===== src/hdl/twn_pkg.sv =====
package twn_pkg;

  localparam int Rounds = 36;
  localparam int RndW   = 6;

  // nibble 0 is the most significant nibble
  typedef logic [0:15][3:0] blk_t;
  typedef logic [0:31][3:0] key_t;
  typedef logic [0:7][3:0]  rk_t;

  typedef struct packed {
    logic valid;
    logic action;
  } ctl_t;

  localparam logic [1:0] REG_KEY_HIGH = 2'd0;
  localparam logic [1:0] REG_KEY_LOW  = 2'd1;
  localparam logic [1:0] REG_KEY_LONG = 2'd2;

  localparam logic [3:0] FWD_PI [16] = '{4'd5, 4'd0, 4'd1, 4'd4, 4'd7, 4'd12, 4'd3, 4'd8,
                                         4'd13, 4'd6, 4'd9, 4'd2, 4'd15, 4'd10, 4'd11, 4'd14};
  localparam logic [3:0] INV_PI [16] = '{4'd1, 4'd2, 4'd11, 4'd6, 4'd3, 4'd0, 4'd9, 4'd4,
                                         4'd7, 4'd10, 4'd13, 4'd14, 4'd5, 4'd8, 4'd15, 4'd12};
  localparam logic [4:0] PICK80  [8] = '{5'd1, 5'd3, 5'd4, 5'd6, 5'd13, 5'd14, 5'd15, 5'd16};
  localparam logic [4:0] PICK128 [8] = '{5'd2, 5'd3, 5'd12, 5'd15, 5'd17, 5'd18, 5'd28, 5'd31};

  function automatic logic [3:0] sbox(logic [3:0] a);
    logic [3:0] s;
    case (a)
      4'h0: s = 4'hc;
      4'h1: s = 4'h0;
      4'h2: s = 4'hf;
      4'h3: s = 4'ha;
      4'h4: s = 4'h2;
      4'h5: s = 4'hb;
      4'h6: s = 4'h9;
      4'h7: s = 4'h5;
      4'h8: s = 4'h8;
      4'h9: s = 4'h3;
      4'ha: s = 4'hd;
      4'hb: s = 4'h7;
      4'hc: s = 4'h1;
      4'hd: s = 4'he;
      4'he: s = 4'h6;
      default: s = 4'h4;
    endcase
    return s;
  endfunction

  function automatic logic [5:0] con_of(logic [RndW-1:0] r);
    logic [5:0] c;
    case (r)
      6'd0:  c = 6'h01;
      6'd1:  c = 6'h02;
      6'd2:  c = 6'h04;
      6'd3:  c = 6'h08;
      6'd4:  c = 6'h10;
      6'd5:  c = 6'h20;
      6'd6:  c = 6'h03;
      6'd7:  c = 6'h06;
      6'd8:  c = 6'h0c;
      6'd9:  c = 6'h18;
      6'd10: c = 6'h30;
      6'd11: c = 6'h23;
      6'd12: c = 6'h05;
      6'd13: c = 6'h0a;
      6'd14: c = 6'h14;
      6'd15: c = 6'h28;
      6'd16: c = 6'h13;
      6'd17: c = 6'h26;
      6'd18: c = 6'h0f;
      6'd19: c = 6'h1e;
      6'd20: c = 6'h3c;
      6'd21: c = 6'h3b;
      6'd22: c = 6'h35;
      6'd23: c = 6'h29;
      6'd24: c = 6'h11;
      6'd25: c = 6'h22;
      6'd26: c = 6'h07;
      6'd27: c = 6'h0e;
      6'd28: c = 6'h1c;
      6'd29: c = 6'h38;
      6'd30: c = 6'h33;
      6'd31: c = 6'h25;
      6'd32: c = 6'h09;
      6'd33: c = 6'h12;
      6'd34: c = 6'h24;
      default: c = 6'h00;
    endcase
    return c;
  endfunction

  function automatic rk_t take_rk(key_t k, logic wide);
    rk_t rk;
    for (int i = 0; i < 8; i++) begin
      rk[i] = wide ? k[PICK128[i]] : k[PICK80[i]];
    end
    return rk;
  endfunction

  function automatic key_t ks_step(key_t k, logic wide, logic [5:0] c);
    key_t m;
    key_t y;
    m = k;
    m[1] = m[1] ^ sbox(m[0]);
    m[4] = m[4] ^ sbox(m[16]);
    if (wide) begin
      m[23] = m[23] ^ sbox(m[30]);
    end
    m[7]  = m[7] ^ {1'b0, c[5:3]};
    m[19] = m[19] ^ {1'b0, c[2:0]};
    y = m;
    if (wide) begin
      for (int i = 0; i < 28; i++) begin
        y[i] = m[i+4];
      end
      y[28] = m[1];
      y[29] = m[2];
      y[30] = m[3];
      y[31] = m[0];
    end else begin
      for (int i = 0; i < 16; i++) begin
        y[i] = m[i+4];
      end
      y[16] = m[1];
      y[17] = m[2];
      y[18] = m[3];
      y[19] = m[0];
    end
    return y;
  endfunction

  function automatic blk_t mix(blk_t x, rk_t rk);
    blk_t y;
    y = x;
    for (int j = 0; j < 8; j++) begin
      y[2*j+1] = x[2*j+1] ^ sbox(x[2*j] ^ rk[j]);
    end
    return y;
  endfunction

  function automatic blk_t shuffle(blk_t x, logic inverse);
    blk_t y;
    y = x;
    for (int j = 0; j < 16; j++) begin
      if (inverse) begin
        y[INV_PI[j]] = x[j];
      end else begin
        y[FWD_PI[j]] = x[j];
      end
    end
    return y;
  endfunction

endpackage


===== src/hdl/twn_cell.sv =====
module twn_cell (
  input  logic          clk,
  input  logic          rst,
  input  logic          en,
  input  logic          permute,
  input  twn_pkg::rk_t  rk_enc,
  input  twn_pkg::rk_t  rk_dec,
  input  twn_pkg::ctl_t ctl_in,
  input  twn_pkg::blk_t st_in,
  output twn_pkg::ctl_t ctl_out,
  output twn_pkg::blk_t st_out
);
  import twn_pkg::*;

  blk_t mixed;
  blk_t st_next;

  assign mixed   = mix(st_in, ctl_in.action ? rk_dec : rk_enc);
  assign st_next = permute ? shuffle(mixed, ctl_in.action) : mixed;

  always_ff @(posedge clk) begin
    if (rst) begin
      ctl_out <= '0;
    end else if (en) begin
      ctl_out <= ctl_in;
    end
  end

  always_ff @(posedge clk) begin
    if (en) begin
      st_out <= st_next;
    end
  end

endmodule


===== config.mk =====
export PLATFORM = sky130hd
export DESIGN_NAME = twn_cell
export DESIGN_NICKNAME = d
export VERILOG_FILES = /design/src/hdl/twn_pkg.sv /design/src/hdl/twn_cell.sv
export SDC_FILE = /design/constraint.sdc
export NUM_CORES = 1
export LEC_CHECK = 0
export BUFFER_PORTS_ARGS = -buffer_cell sky130_fd_sc_hd__buf_2
export CAP_MARGIN = 20
export CORE_MARGIN = 2
export CORE_UTILIZATION = 55
export CTS_CLUSTER_SIZE = 16
export DETAILED_ROUTE_END_ITERATION = 8
export GPL_TIMING_DRIVEN = 0
export PLACE_DENSITY = 0.86
export SLEW_MARGIN = 10
export SYNTH_ARGS = -nofsm -noshare
export SYNTH_HDL_FRONTEND = slang
export SYNTH_SLANG_ARGS = --single-unit

===== constraint.sdc =====
create_clock -name clk -period 7.54 [get_ports clk]
set_input_delay 1.508 -clock clk [delete_from_list [all_inputs] [get_ports clk]]
set_output_delay 1.508 -clock clk [all_outputs]
set_load 0.01 [all_outputs]

==> reports/metrics.csv <==
metric,value,unit
grt_start_max_net_pins,67,
holdPathStages,2,
slew_violations,0,
pre_cts_slack,3.48,ns
fmax,266,MHz
hpwl,13100,um
synth_mux_area_frac,0.195,
drt-total-wl,17300,um
final_cell_mix,"200 x buf_2, 64 x edfxtp_1, 63 x mux2i_1",
synth.net_count,652,
outcome,"finished, final reports clean",
initial_core_util,0.571,
hold_violations,0,
port_buffers,197,
insertion_delay,0.35,ns
syn_area,5610,um2
netlist_instances,512,
synth_compound_area_frac,0.143,
routabilityCongestion,0.947,
ys.flop_type,edfxtp_1,
fin_cells,858,
cap_violations,0,
numCtsBuffers,9,
coreArea,9820,um2
cp_max_fo,10,
path_clk_slew,0.09,ns
yosysTopAreaCellShare,0.343,
synth_xor_area_frac,0.159,
vias,5230,
grt_pass1_wl,26000,um
std_cell_rows,36,
reg2reg_depth,2,
antenna_violating_nets_post_route,0,
synth_cell_types,47,
synthSimpleGateAreaFrac,0.105,
synth.ff_latch_count,66,
synthAdderAreaFrac,0.0134,
antenna_found_initial,1,
setup.worst_path.class,in2reg,
synthArstFlopShare,0,
cts-root-buf,clkbuf_8,
clockBufferDepth,2,
cts.sinks,66,
postSynthAreaPerCell,11.0,um2
layout_commonest_cell,buf_2,
post_cts_buffers,0,
pwr_density_cell,201,nW/um2
relSlewSlack,0.413,
synth_top_family_by_area,multiplexers,
critPathSlowestCell,xnor2_1,
whs,0.518,ns
drive_above_1_share,0.389,
overflow,0,
insertedDiodeCount,0,
period_needed,3.76,ns
die_h,105,um
rsz0062_at_grt,false,
multiInputGateArea,3450,um2
ir_drop,0.000105,V
areaGrowthSynthToFinish,24.6,%
nFillCells,760,
drtIter0Drc,418,
ys_seq_area_frac,0.350,
hold_path.class,reg2reg,
firstDrtPassIters,5,
synth_area_leader_cell,edfxtp_1,
htreeDepth,3,
synth_area_leaders,"edfxtp_1 34%, mux2i_1 11%, xnor2_1 9.1%",
yosys_warnings,0,
finClkSkew,0,ns
critPathLaunchType,input port,
dpl.cell_count,842,
fp.dieW,105,um
wl_per_cell,20.2,um
vias_per_cell,6.10,
nets,860,
seq_area,1960,um2
ctsResizeCount,0,
max_stage_delay,0.53,ns
timing.final.ws_setup,3.78,ns
cp.required,7.62,ns
synth_edf_count,64,
num_io_pins,200,
grtUsageTotal,0.307,
cp_data_arrival_time,3.84,ns
setup_viol,0,
worst_pin_slew,0.880,ns
setup_tns,0,ns
cts_tree,built,
end_kind,register,
finalCritPeriodShare,0.499,
leakagePower,2.95,nW
ctsHoldBuffers,0,
path_cells,buf_6 -> buf_12 -> mux2i_1 -> xnor2_1 -> inv_1 -> ha_1 -> inv_1 -> mux2i_1 -> o211ai_1 -> xnor2_1 -> o221ai_1,
drc_errors,0,
die_area,11000,um2
grt_pass1_vias,5032,
==> Yosys cell counts (7+ instances only) <==
cell       n
xnor2_1   58
mux2i_1   63
mux2_2    27
nand2_1   33
inv_1     13
nand2b_1  32
clkbuf_1  18
xor2_1    17
nor2_1    15
o221ai_1  33
a211oi_1   7
and3_1     7
o211ai_1   7
o21ai_0   22
edfxtp_1  64
nand3_1   11
==> power by group <==
| part | internal (W) | switching, W |
|---|---|---|
| sequential | 0.000474 | 0.0000174 |
| combinational | 0.000240 | 0.000333 |
| clock | 0.000196 | 0.000148 |
| total | 0.000910 | 0.000499 |
==> flip-flops by register name (all words and copies together), names as in the netlist <==
signal and flops:
st_out 64, ctl_out 2
==> kinds of logic (layout without fill, tap and decap cells) <==
logic type                 count (synthesis)  after routing
and+or+nand+nor                          115            115
AOI/OAI and AO/OA                         99             99
muxes                                     99             99
xor gates and xnor gates                  88             88
DFF                                       66             66
buffers and inverters                     39            252
adders and majority gates                  6              6
==> worst paths after layout <==
check	from	endpoint	slack [ns]
max	ctl_in[0]	st_out[23]	3.78
min	ctl_out[0]	ctl_out[0]	0.52
max reg2reg	ctl_out[1]	ctl_out[1]	6.93
min reg2reg	ctl_out[0]	ctl_out[0]	0.52
==> layout make-up <==
class,instances,area share
multi-input cells,407,0.493
flip-flops and latches,66,0.281
clock inverters,6,0.0129
repair buffers,197,0.141
inverters,13,0.00698
well taps,133,0.0238
clock buffers,10,0.0197
plain buffers,26,0.0215
==> per-stage QoR <==
stage               area (um2)  power (W)   util
floorplan                 5610   0.000863      -
finish                    6990    0.00141  0.712
CTS                       6990    0.00139  0.712
detailed placement        6770    0.00106  0.689
global route              6990    0.00147  0.712
global placement          6760    0.00104  0.689
==> critical path, delay by kind of cell <==
kind / cells / cell delay, ns
mux: 2 / 0.30
buf+inv: 4 / 0.43
compound gates: 2 / 0.36
fa+ha+maj: 1 / 0.30
xor+xnor: 2 / 0.95
==> per-layer routing <==
metal,GRT usage,vias to the layer above,routed length (um)
met2,0.522,351,8480
met5,0,-,0
li1,-,2346,-
met3,0.0717,66,1750
met1,0.377,2467,6460
met4,0.116,0,613
No activity file was read; power rests on OpenSTA's default activity.
