===== config.mk =====
export PLATFORM = sky130hd
export DESIGN_NAME = twn_keysched
export DESIGN_NICKNAME = d
export VERILOG_FILES = /design/src/hdl/twn_pkg.sv /design/src/hdl/twn_keysched.sv
export SDC_FILE = /design/constraint.sdc
export NUM_CORES = 1
export LEC_CHECK = 0
export BUFFER_PORTS_ARGS = -buffer_cell sky130_fd_sc_hd__buf_2
export CAP_MARGIN = 0
export CORE_AREA = 4 4 472 474
export DETAILED_ROUTE_END_ITERATION = 8
export DIE_AREA = 0 0 476 478
export GPL_ROUTABILITY_DRIVEN = 0
export GPL_TIMING_DRIVEN = 0
export PLACE_DENSITY = 0.49
export SLEW_MARGIN = 20
export SYNTH_ARGS = -nofsm -noshare
export SYNTH_HDL_FRONTEND = slang
export SYNTH_SLANG_ARGS = --single-unit
export TNS_END_PERCENT = 100

===== constraint.sdc =====
create_clock -name clk -period 6.62 [get_ports clk]
set_input_delay 0.331 -clock clk [delete_from_list [all_inputs] [get_ports clk]]
set_output_delay 0.331 -clock clk [all_outputs]
set_load 0.01 [all_outputs]

===== src/hdl/twn_pkg.sv =====
package twn_pkg;

  localparam int Rounds = 36;
  localparam int RndW   = 6;

  // nibble 0 is the most significant nibble
  typedef logic [0:15][3:0] blk_t;
  typedef logic [0:31][3:0] key_t;
  typedef logic [0:7][3:0]  rk_t;

  typedef struct packed {
    logic valid;
    logic action;
  } ctl_t;

  localparam logic [1:0] REG_KEY_HIGH = 2'd0;
  localparam logic [1:0] REG_KEY_LOW  = 2'd1;
  localparam logic [1:0] REG_KEY_LONG = 2'd2;

  localparam logic [3:0] FWD_PI [16] = '{4'd5, 4'd0, 4'd1, 4'd4, 4'd7, 4'd12, 4'd3, 4'd8,
                                         4'd13, 4'd6, 4'd9, 4'd2, 4'd15, 4'd10, 4'd11, 4'd14};
  localparam logic [3:0] INV_PI [16] = '{4'd1, 4'd2, 4'd11, 4'd6, 4'd3, 4'd0, 4'd9, 4'd4,
                                         4'd7, 4'd10, 4'd13, 4'd14, 4'd5, 4'd8, 4'd15, 4'd12};
  localparam logic [4:0] PICK80  [8] = '{5'd1, 5'd3, 5'd4, 5'd6, 5'd13, 5'd14, 5'd15, 5'd16};
  localparam logic [4:0] PICK128 [8] = '{5'd2, 5'd3, 5'd12, 5'd15, 5'd17, 5'd18, 5'd28, 5'd31};

  function automatic logic [3:0] sbox(logic [3:0] a);
    logic [3:0] s;
    case (a)
      4'h0: s = 4'hc;
      4'h1: s = 4'h0;
      4'h2: s = 4'hf;
      4'h3: s = 4'ha;
      4'h4: s = 4'h2;
      4'h5: s = 4'hb;
      4'h6: s = 4'h9;
      4'h7: s = 4'h5;
      4'h8: s = 4'h8;
      4'h9: s = 4'h3;
      4'ha: s = 4'hd;
      4'hb: s = 4'h7;
      4'hc: s = 4'h1;
      4'hd: s = 4'he;
      4'he: s = 4'h6;
      default: s = 4'h4;
    endcase
    return s;
  endfunction

  function automatic logic [5:0] con_of(logic [RndW-1:0] r);
    logic [5:0] c;
    case (r)
      6'd0:  c = 6'h01;
      6'd1:  c = 6'h02;
      6'd2:  c = 6'h04;
      6'd3:  c = 6'h08;
      6'd4:  c = 6'h10;
      6'd5:  c = 6'h20;
      6'd6:  c = 6'h03;
      6'd7:  c = 6'h06;
      6'd8:  c = 6'h0c;
      6'd9:  c = 6'h18;
      6'd10: c = 6'h30;
      6'd11: c = 6'h23;
      6'd12: c = 6'h05;
      6'd13: c = 6'h0a;
      6'd14: c = 6'h14;
      6'd15: c = 6'h28;
      6'd16: c = 6'h13;
      6'd17: c = 6'h26;
      6'd18: c = 6'h0f;
      6'd19: c = 6'h1e;
      6'd20: c = 6'h3c;
      6'd21: c = 6'h3b;
      6'd22: c = 6'h35;
      6'd23: c = 6'h29;
      6'd24: c = 6'h11;
      6'd25: c = 6'h22;
      6'd26: c = 6'h07;
      6'd27: c = 6'h0e;
      6'd28: c = 6'h1c;
      6'd29: c = 6'h38;
      6'd30: c = 6'h33;
      6'd31: c = 6'h25;
      6'd32: c = 6'h09;
      6'd33: c = 6'h12;
      6'd34: c = 6'h24;
      default: c = 6'h00;
    endcase
    return c;
  endfunction

  function automatic rk_t take_rk(key_t k, logic wide);
    rk_t rk;
    for (int i = 0; i < 8; i++) begin
      rk[i] = wide ? k[PICK128[i]] : k[PICK80[i]];
    end
    return rk;
  endfunction

  function automatic key_t ks_step(key_t k, logic wide, logic [5:0] c);
    key_t m;
    key_t y;
    m = k;
    m[1] = m[1] ^ sbox(m[0]);
    m[4] = m[4] ^ sbox(m[16]);
    if (wide) begin
      m[23] = m[23] ^ sbox(m[30]);
    end
    m[7]  = m[7] ^ {1'b0, c[5:3]};
    m[19] = m[19] ^ {1'b0, c[2:0]};
    y = m;
    if (wide) begin
      for (int i = 0; i < 28; i++) begin
        y[i] = m[i+4];
      end
      y[28] = m[1];
      y[29] = m[2];
      y[30] = m[3];
      y[31] = m[0];
    end else begin
      for (int i = 0; i < 16; i++) begin
        y[i] = m[i+4];
      end
      y[16] = m[1];
      y[17] = m[2];
      y[18] = m[3];
      y[19] = m[0];
    end
    return y;
  endfunction

  function automatic blk_t mix(blk_t x, rk_t rk);
    blk_t y;
    y = x;
    for (int j = 0; j < 8; j++) begin
      y[2*j+1] = x[2*j+1] ^ sbox(x[2*j] ^ rk[j]);
    end
    return y;
  endfunction

  function automatic blk_t shuffle(blk_t x, logic inverse);
    blk_t y;
    y = x;
    for (int j = 0; j < 16; j++) begin
      if (inverse) begin
        y[INV_PI[j]] = x[j];
      end else begin
        y[FWD_PI[j]] = x[j];
      end
    end
    return y;
  endfunction

endpackage


===== src/hdl/twn_keysched.sv =====
module twn_keysched (
  input  logic              clk,
  input  logic              rst,
  input  logic              cfg_we,
  input  logic [1:0]        cfg_index,
  input  logic [63:0]       cfg_data,
  output logic              key_ready,
  output twn_pkg::rk_t      rk [twn_pkg::Rounds]
);
  import twn_pkg::*;

  logic [63:0]     key_high;
  logic [63:0]     key_low;
  logic            key_long;
  logic            pending;
  logic            run;
  logic [RndW-1:0] cnt;
  key_t            k;

  assign key_ready = !pending && !run;

  always_ff @(posedge clk) begin
    if (rst) begin
      key_high <= '0;
      key_low  <= '0;
      key_long <= 1'b0;
    end else if (cfg_we) begin
      unique case (cfg_index)
        REG_KEY_HIGH: key_high <= cfg_data;
        REG_KEY_LOW:  key_low  <= cfg_data;
        REG_KEY_LONG: key_long <= cfg_data[0];
        default: ;
      endcase
    end
  end

  // one schedule step per cycle; a write restarts the pass
  always_ff @(posedge clk) begin
    if (rst) begin
      pending <= 1'b1;
      run     <= 1'b0;
      cnt     <= '0;
    end else begin
      if (pending) begin
        run <= 1'b1;
        cnt <= '0;
      end else if (run) begin
        if (cnt == RndW'(Rounds - 1)) begin
          run <= 1'b0;
        end else begin
          cnt <= cnt + 1'b1;
        end
      end
      pending <= cfg_we;
    end
  end

  always_ff @(posedge clk) begin
    if (pending) begin
      k <= key_t'({key_high, key_low});
    end else if (run) begin
      rk[cnt] <= take_rk(k, key_long);
      k       <= ks_step(k, key_long, con_of(cnt));
    end
  end

endmodule


==> flow_metrics.tcl <==
set metrics [dict create \
    status "finished clean" \
    die_w_um 476 \
    drv_slew 0 \
    holdCritPathClass "input pin to flop" \
    critPathTopFamily "simple AND/OR/NAND/NOR gates" \
    drt_iter0_drc 3471 \
    power_density_nw_per_um2 306 \
    multi_input_area_um2 5760 \
    max-clock-path-buffers 3 \
    r2r_setup_slack_ns 2.85 \
    areaGrowthSynthToFinish_pct 39.9 \
    leakagePower_nw 24.1 \
    vias 29600 \
    cts_tree "built" \
    fill_cells 21700 \
    seqCellArea_um2 41500 \
    dpl.hpwl_mm 146 \
    place_inst 6656 \
    drt-vias-per-instance 4.22 \
    cts_sinks 1435 \
    overflow 0 \
    clock_power_share_pct 43.4 \
    vdd_drop_max_mv 0.258 \
    cts_buffers 153 \
    period_needed_ns 3.77 \
    start_util_pct 21.6 \
    cp.arrival_ns 4.29 \
    grt_max_degree 45 \
    met2WireLength_mm 99.0 \
    antenna_found_initial 45 \
    dr.pass1.iters 7 \
    rows 172 \
    io_buffers 1220 \
    cpMostUsedCell "buf_2" \
    design.core.area_um2 219000 \
    final_cell_area_um2 66100 \
    critPathSlowestCell "nor2_4" \
    ys_types 67 \
    synth_seq_cells 1435 \
    post_drt_wl_per_cell_um 27.9 \
    p_seq_share_pct 50.4 \
    grt_pass1_vias 28300 \
    synth_edf_count 1280 \
    avgSynthCellArea_um2 19.3 \
    drt_wl_total_mm 196 \
    antenna_left 0 \
    mappedNetlistArea_um2 47300 \
    cts_resized 0 \
    wl_met1_mm 74.1 \
    synthesis.nets 2538 \
    cpPeakStageDelay_ns 0.93 \
    worstSetupEndpointType "flop" \
    setup_viol 0 \
    die_area_um2 228000 \
    path_cells "buf_4 > buf_2 > buf_2 > nor3_1 > nand3_2 > nor2_4 > buf_16" \
    clk_latency_ns 0.83 \
    slew_headroom_pct 26.0 \
    die_y_um 478 \
    cts_root_buffer "clkbuf_16" \
    clk_pin_slew_ns 0.06 \
    fin_nets 4100 \
    finalPower_mw 20.2 \
    tightest_slew_ns 1.11 \
    holdWs_ns 0.312 \
    crit_required_ns 7.14 \
    p_sw_mw 4.73 \
    rsz0062_at_grt "no" \
    skew_ns 0.0716 \
    synth-main-ff-cell "edfxtp_1" \
    wl_met3_mm 16.6 \
    syn_inst 2446 \
    cp_num_buf_inv 4 \
    async_reset_ff_share_pct 0 \
    comb_power_share_pct 6.3 \
    cap_violations 0 \
    report.final.hold_viol_count 0 \
    ctsHoldBuffers 68 \
    fmax_mhz 265 \
    fin_cells 7017 \
    top_layer_used "met5" \
    timing.final.crit_share_pct 56.9 \
    drc 0 \
    groute.usage.overall_pct 16.4 \
    drive_gt1_share_pct 41.7 \
    switching_share_pct 23.4 \
    io_pins 1222 \
    grt_pass1_wl_mm 254 \
    p_int_mw 15.5 \
    start_kind "flop" \
    worstSetupPathType "flop to flop" \
    synth_warnings 0 \
    place_area_um2 60300 \
    post_cts_buffers 0 \
    ys_seq_area_share_pct 87.8 \
    tns_ns 0 \
    htree_levels 4 \
    cp_max_fo 20 \
]
-- layer usage --
layer	track usage, %	up-vias
met2	28.7	1717
li1	-	12400
met3	3.75	286
met5	0	-
met1	20.0	15200
met4	5.26	2
-- power groups by stage --
stage | clock [mW] | combinational (mW) | sequential, mW
floorplan | 0 | 0.337 | 10.4
global placement | 0 | 0.917 | 10.5
detailed placement | 0 | 1.25 | 10.4
CTS | 8.96 | 1.30 | 10.2
global route | 9.33 | 1.33 | 10.2
finish | 8.77 | 1.27 | 10.2
-- final timing paths --
kind | from | end | cells after the start
worst max register to register | pending | rk[541] | 7
worst min-delay path | rst | key_low[28] | 3
worst max-delay path | pending | rk[541] | 7
worst min register to register | key_high[4] | key_high[4] | 2
-- per-stage QoR --
stage                     utilization (%)  worst slack, ns
after floorplan                         -             3.46
after global placement               26.0            -4.33
after detailed placement             27.5             2.74
after CTS                            30.2             2.73
after global routing                 30.2             2.57
final                                30.2             2.85
-- sequential cells by signal, summed over array words and instances (netlist names), named ones only --
| signal | cells |
|---|---|
| pending | 1 |
| k | 124 |
| rk | 1152 |
| run | 1 |
| cnt | 6 |
| key_low | 64 |
| key_high | 64 |
| key_long | 1 |
-- logic make-up after synthesis --
logic type	share of synthesized area, %
xor+xnor	0.593
mux	2.40
compound gates	3.65
flops	87.8
fa+ha+maj	0.609
simple gates	3.91
buf+inv	0.995
-- cells in the mapped netlist (all sizes together) (3+ instances only) --
library cell	count	area, µm²
a211oi	3	22.5
a21oi	148	741
a22o	36	315
a31oi	8	50.1
buf	25	133
clkbuf	59	221
dfxtp	155	3100
edfxtp	1280	38400
ha	23	288
inv	29	109
mux2	70	792
mux2i	27	299
nand2	349	1310
nand2b	6	37.5
nand3	9	45.0
nand3b	6	45.0
nor2	58	225
nor3	8	40.0
o211ai	6	45.0
o21ai	68	340
o31ai	4	30.0
or2	4	25.0
xnor2	23	228
xor2	6	52.6
-- layout make-up --
class | count | area share (%)
sequential | 1435 | 62.8
timing repair buffer | 1407 | 14.5
multi-input combinational | 896 | 8.70
clock buffer | 189 | 6.15
tap | 2871 | 5.43
clock inverter | 88 | 1.66
buffer | 84 | 0.537
inverter | 31 | 0.184
antenna | 16 | 0.0605
-- cells in the final DEF, fill, tap and decap left out, types with 36 or more instances in the layout --
master and instances:
nand2_1 347, clkbuf_16 155, a21oi_1 148, edfxtp_1 1280
buf_2 1239, buf_16 66, a22o_1 36, o21ai_0 51
mux2_2 51, dfxtp_1 155, dlygate4sd3_1 68, clkbuf_1 86
nor2_4 37
-- tightest hold or removal path, stage by stage --
cell	delay, ns
clkbuf_1	0.26
clkbuf_1	0.32
a21oi_1	0.17
(Power assumes the default switching activity.)
